==> config.mk <==
export PLATFORM = sky130hd
export DESIGN_NAME = ftd_ram
export DESIGN_NICKNAME = d
export VERILOG_FILES = /design/src/sv/frame_tile_deduplicator_macros.svh /design/src/sv/ftd_pkg.sv /design/src/sv/ftd_ram.sv
export SDC_FILE = /design/constraint.sdc
export NUM_CORES = 1
export LEC_CHECK = 0
export BUFFER_PORTS_ARGS = -buffer_cell sky130_fd_sc_hd__buf_2
export CAP_MARGIN = 25
export CORE_MARGIN = 1.5
export CORE_UTILIZATION = 54
export CTS_CLUSTER_DIAMETER = 150
export DETAILED_ROUTE_END_ITERATION = 6
export PLACE_DENSITY = 0.78
export SLEW_MARGIN = 20
export SYNTH_ARGS = -nofsm -noshare
export SYNTH_HDL_FRONTEND = slang
export SYNTH_SLANG_ARGS = --single-unit
==> constraint.sdc <==
create_clock -name clk -period 10.7 [get_ports clk]
set_input_delay 2.14 -clock clk [delete_from_list [all_inputs] [get_ports clk]]
set_output_delay 2.14 -clock clk [all_outputs]
set_load 0.02 [all_outputs]
==> src/sv/frame_tile_deduplicator_macros.svh <==
// ----------------------------------------------------------------------------
// Frame tile deduplicator assertion macros
// Clocked assertion wrappers; define ASSERT_OFF to compile them out.
// ----------------------------------------------------------------------------
`ifndef FRAME_TILE_DEDUPLICATOR_MACROS_SVH
`define FRAME_TILE_DEDUPLICATOR_MACROS_SVH

`ifndef ASSERT_OFF
// Checked at every rising edge outside reset
`define FTD_ASSERT(label, clk, rst_n, prop, msg) \
  label: assert property (@(posedge clk) disable iff (!rst_n) prop) else $error(msg);
// Checked at every rising edge, reset included
`define FTD_ASSERT_ALWAYS(label, clk, prop, msg) \
  label: assert property (@(posedge clk) prop) else $error(msg);
`else
`define FTD_ASSERT(label, clk, rst_n, prop, msg)
`define FTD_ASSERT_ALWAYS(label, clk, prop, msg)
`endif

`endif

==> src/sv/ftd_pkg.sv <==
// ----------------------------------------------------------------------------
// ftd_pkg
// Shared constants, types and register codes of the frame tile deduplicator.
// ----------------------------------------------------------------------------
package ftd_pkg;

  localparam int MAX_TILES_DEF       = 1024;
  localparam int MAX_FRAME_WIDTH_DEF = 1024;
  localparam int TILE_SIDE_DEF       = 16;

  localparam int MAX_FRAME_HEIGHT = 1024;
  localparam int MAX_RESULTS      = 64;

  localparam int PIXEL_W  = 32;
  localparam int IDX_W    = 10;
  localparam int CFG_IDX_W  = 2;
  localparam int CFG_DATA_W = 11;
  localparam int DIM_W    = 11;
  localparam int TCNT_W   = 7;
  localparam int ROW_W    = 10;

  localparam logic [CFG_IDX_W-1:0] CFG_FRAME_WIDTH  = 2'd0;
  localparam logic [CFG_IDX_W-1:0] CFG_FRAME_HEIGHT = 2'd1;
  localparam logic [CFG_IDX_W-1:0] CFG_TILES_ACROSS = 2'd2;
  localparam logic [CFG_IDX_W-1:0] CFG_TILES_DOWN   = 2'd3;

  typedef enum logic [1:0] {
    ST_IDLE,
    ST_CMP,
    ST_APPEND,
    ST_RESULT
  } state_t;

  typedef struct packed {
    logic [IDX_W-1:0] store_index;
    logic             is_new;
    logic             overflow;
    logic             last_of_strip;
    logic             last_of_frame;
  } result_t;

endpackage

==> src/sv/ftd_ram.sv <==
// ----------------------------------------------------------------------------
// ftd_ram
// Single-port-write, single-port-read synchronous RAM, registered read data.
// ----------------------------------------------------------------------------
module ftd_ram #(
  parameter int DEPTH = 16,
  parameter int AW    = $clog2(DEPTH),
  parameter int DW    = ftd_pkg::PIXEL_W
) (
  input  logic          clk,
  input  logic          we,
  input  logic [AW-1:0] waddr,
  input  logic [DW-1:0] wdata,
  input  logic [AW-1:0] raddr,
  output logic [DW-1:0] rdata
);

  logic [DW-1:0] mem [DEPTH];

  always_ff @(posedge clk) begin
    if (we) begin
      mem[waddr] <= wdata;
    end
    rdata <= mem[raddr];
  end

endmodule

# Word-level counts from Yosys, hierarchy flattened
# Memories as Yosys holds them, arrays and structs flattened. A register that Yosys moved wholly into a read port is not among the register bits.
# Index checks and enable logic that the tools add are counted.
[word_totals]
reg_bits = 0
wordCells = 3
mem_bits_rw = 512
mem_count = 1
out_inout_bits = 32
in_bits = 42
[memory_table]
columns = ["name", "depth", "width", "read_ports", "rd_clocked_by_memory_dff", "wr", "line_no", "rtl"]
rows = [
  ["mem", 16, 32, 1, 1, 1, "ftd_ram.sv:18", "logic [DW-1:0] mem [DEPTH];"],
]
[op_classes]
muxes = 2
[ops]
columns = ["op", "count"]
rows = [
  ["1-bit 2-to-1 mux", 2],
]

# Depth between registers and ports, before layout
[logic_depth]
ltp_word = 2
mapped_depth = 5
mapped_depth_nobuf = 3

# Worst setup path before layout
# No wires, ideal clock.
[synth_timing]
path_type = "input port to flip-flop"
from = "in waddr[2]"
to = "mem mem[0][0] (netlist name), enable pin"
cell_stages = 2
setup_ns = 0.461
required_time_ns = 10.239
path_slack_ns = 5.380
arrival_time_ns = 4.858
path_buffers = 0
path_cell_list = "or3b_2 -> nor3_1"
[synth_lines]
columns = ["element", "line_no", "rtl"]
rows = [
  ["start: declaration", "ftd_ram.sv:12", "input logic [AW-1:0] waddr,"],
  ["end: declaration", "ftd_ram.sv:18", ""],
]
# No word-level cell before the write port.

==> results.md <==
- Crit end category: flip-flop
- Core Util, Final: 62.0%
- Yosys cell types: 18
- MaxCap Viol Count: 0
- Async SR Flop Fraction: 0%
- Sink of the worst hold path: rdata[9]
- Mapped cell area: 19,900 sq um
- Share of cells above drive strength 1: 32.9%
- Endpoints failing setup: 0
- Gpl congestion: 0.698
- # resized after CTS: 0
- Worst-margin pin slew: 1.02 ns
- # clock sinks: 544
- Mapped Cells: 838
- Rows: 70
- Final Max Tran Viols: 0
- Final WL: 41,300 um
- Core box area: 36,400 sq um
- Hold WC Path Type: flip-flop to flip-flop
- IO Pins: 74
- PD cells: 194 nW/um^2
- Post-route clock period utilization: 39.9%
- Syn nets: 880
- Area leader, netlist: edfxtp_1
- Avg WL per Cell: 28.3 um
- Fmax: 234 MHz
- First-pass GRT wire length: 60,900 um
- CTS max path bufs: 3
- Initial DRC Count: 1,036
- Largest net degree at the start of global routing: 77
- Share of the synthesized area in the top cell type: 77.4%
- Num CTS Buffers: 52
- Minimum clock period: 4.27 ns
- Top post-synthesis cells by count: edfxtp_1, mux4_2, a22oi_1
- Reg2Reg Depth: 3
- Post-CTS Hold Buffers: 0
- Sequential-to-total area share from yosys stat: 80.7%
- First-pass iteration count of the detailed router: 5
- Startpoint types: primary input
- R2R Path End: rdata[29]
- Status: finished clean
- DRT antenna net count: 0
- Starting Density: 54.5%
- Reg2Reg Setup Slack: 9.36 ns
- # Post-CTS Setup Buffers: 0
- Grt ovf: 0
- DIE HEIGHT: 195 um
- Cell with the most instances after synthesis: edfxtp_1
- Synth Flop Type: edfxtp_1
- CP Data Arrival Time: 4.71 ns
- Final hold vios: 0
- CTS clk-pin slew, worst paths: 0.06 ns
- RSZ-0062 raised after global routing: no
- Worst IR drop on VDD: 143 uV
- Vias/cell: 6.23
- CTS tree: yes
- # nets final: 988
- Total Die Area: 37,900 sq um
- EDFF count, synth: 512
- LEAKAGE: 7.28 nW
- Antenna violations before repair: 6
- Worst r2r src: mem[3][29]
- Worst-path fanout max: 76
- Kind of critical path: primary input to flip-flop
- Post-route DRC: 0
- Root Driver: clkbuf_16
- Syn avg cell area: 23.7 sq um
- Die width: 195 um
- I/O Buffers: 73
- Hold path startpoint: mem[14][9]
- Worst-Skew Late Latency: 0.56 ns
- Tot GR Track Use: 22.2%
- Detailed Place HPWL: 20,200 um
- Htree depth: 2
- Area grow syn2layout: 13.8%
- Synth area leaders: edfxtp_1, mux4_2, dfxtp_1, a22oi_1, nand2_1
- Synth Warn #: 0
- Vias: 9,093
- Clock skew after layout: 0.00774 ns
- Setup_tns: 0 ns
- Vias in the first global route: 9,538
- Register bit total from synthesis: 544
- Hold path depth: 3
- CP Data Required Time: 11.14 ns
- Slew Limit Headroom: 31.9%
[registers in the layout, summed over array words and instances (netlist names)]
name,count
mem,512
rdata,32
[cell usage in the layout, fill, tap and decap left out, types with 3 or more instances in the layout]
master / count
a22oi_1: 64
buf_2: 71
buf_4: 24
clkbuf_1: 14
clkbuf_16: 53
clkbuf_8: 12
clkinv_1: 3
clkinv_2: 11
dfxtp_1: 32
diode_2: 4
edfxtp_1: 512
mux4_2: 128
nand2_1: 33
nor2_4: 13
nor3_2: 4
[kinds of logic (layout without fill, tap and decap cells)]
logic type / after synthesis / count (layout) / share of synthesized area [%]
AOI/OAI and AO/OA: 64 / 64 / 2.42
buffers and inverters: 43 / 193 / 1.12
DFF: 544 / 544 / 80.7
muxes: 128 / 128 / 14.5
other: 0 / 4 / 0
and+or+nand+nor: 59 / 59 / 1.27
[worst max path at each step]
stage / startpoint / end / slack [ns] / depth (start not counted)
5_1_grt: raddr[0] / rdata[16] / 6.16 / 6
2_1_floorplan: waddr[2] / mem[0][0] / 5.38 / 2
6_report: raddr[0] / rdata[16] / 6.43 / 6
3_3_place_gp: raddr[0] / rdata[23] / 5.69 / 5
4_1_cts: raddr[0] / rdata[16] / 6.33 / 6
3_5_place_dp: raddr[0] / rdata[16] / 5.78 / 6
[per-layer routing]
layer	part of all wire (%)	global-route usage, %	vias to the layer above
met5	0.036	0	-
met4	3.1	7.49	4
met3	7.7	3.90	89
met2	51	37.5	443
met1	38	29.6	4763
li1	-	-	3794
[critical path: stages]
cell	delay [ns]
clkbuf_8	0.71
buf_4	0.64
buf_12	0.31
mux4_2	0.55
a22oi_1	0.23
nand2_1	0.08
[layout make-up]
| cell class | instances | area, sq um |
|---|---|---|
| Sequential cell | 544 | 16000 |
| Clock inverter | 18 | 141 |
| Multi-Input combinational cell | 251 | 3750 |
| Clock buffer | 78 | 1530 |
| Timing Repair Buffer | 97 | 569 |
| Tap cell | 468 | 586 |
| Fill cell | 2379 | 13800 |
| Antenna cell | 4 | 10.0 |
[metrics by stage]
stage	total power [mW]	setup slack [ns]	hold slack, ns	instances	cell area [sq um]
after floorplan	2.57	5.38	0.635	838	19900
after global placement	2.65	5.69	0.645	1359	20900
after detailed placement	2.66	5.78	0.653	1360	20900
after CTS	4.41	6.33	0.665	1456	22600
after global routing	4.51	6.16	0.701	1458	22600
final	4.39	6.43	0.657	1460	22600
[power by group]
| group | switching, mW | internal [mW] |
|---|---|---|
| clock network | 0.741 | 1.03 |
| logic | 0.132 | 0.0844 |
| registers | 0.0178 | 2.38 |
No activity file was read; power rests on OpenSTA's default activity.
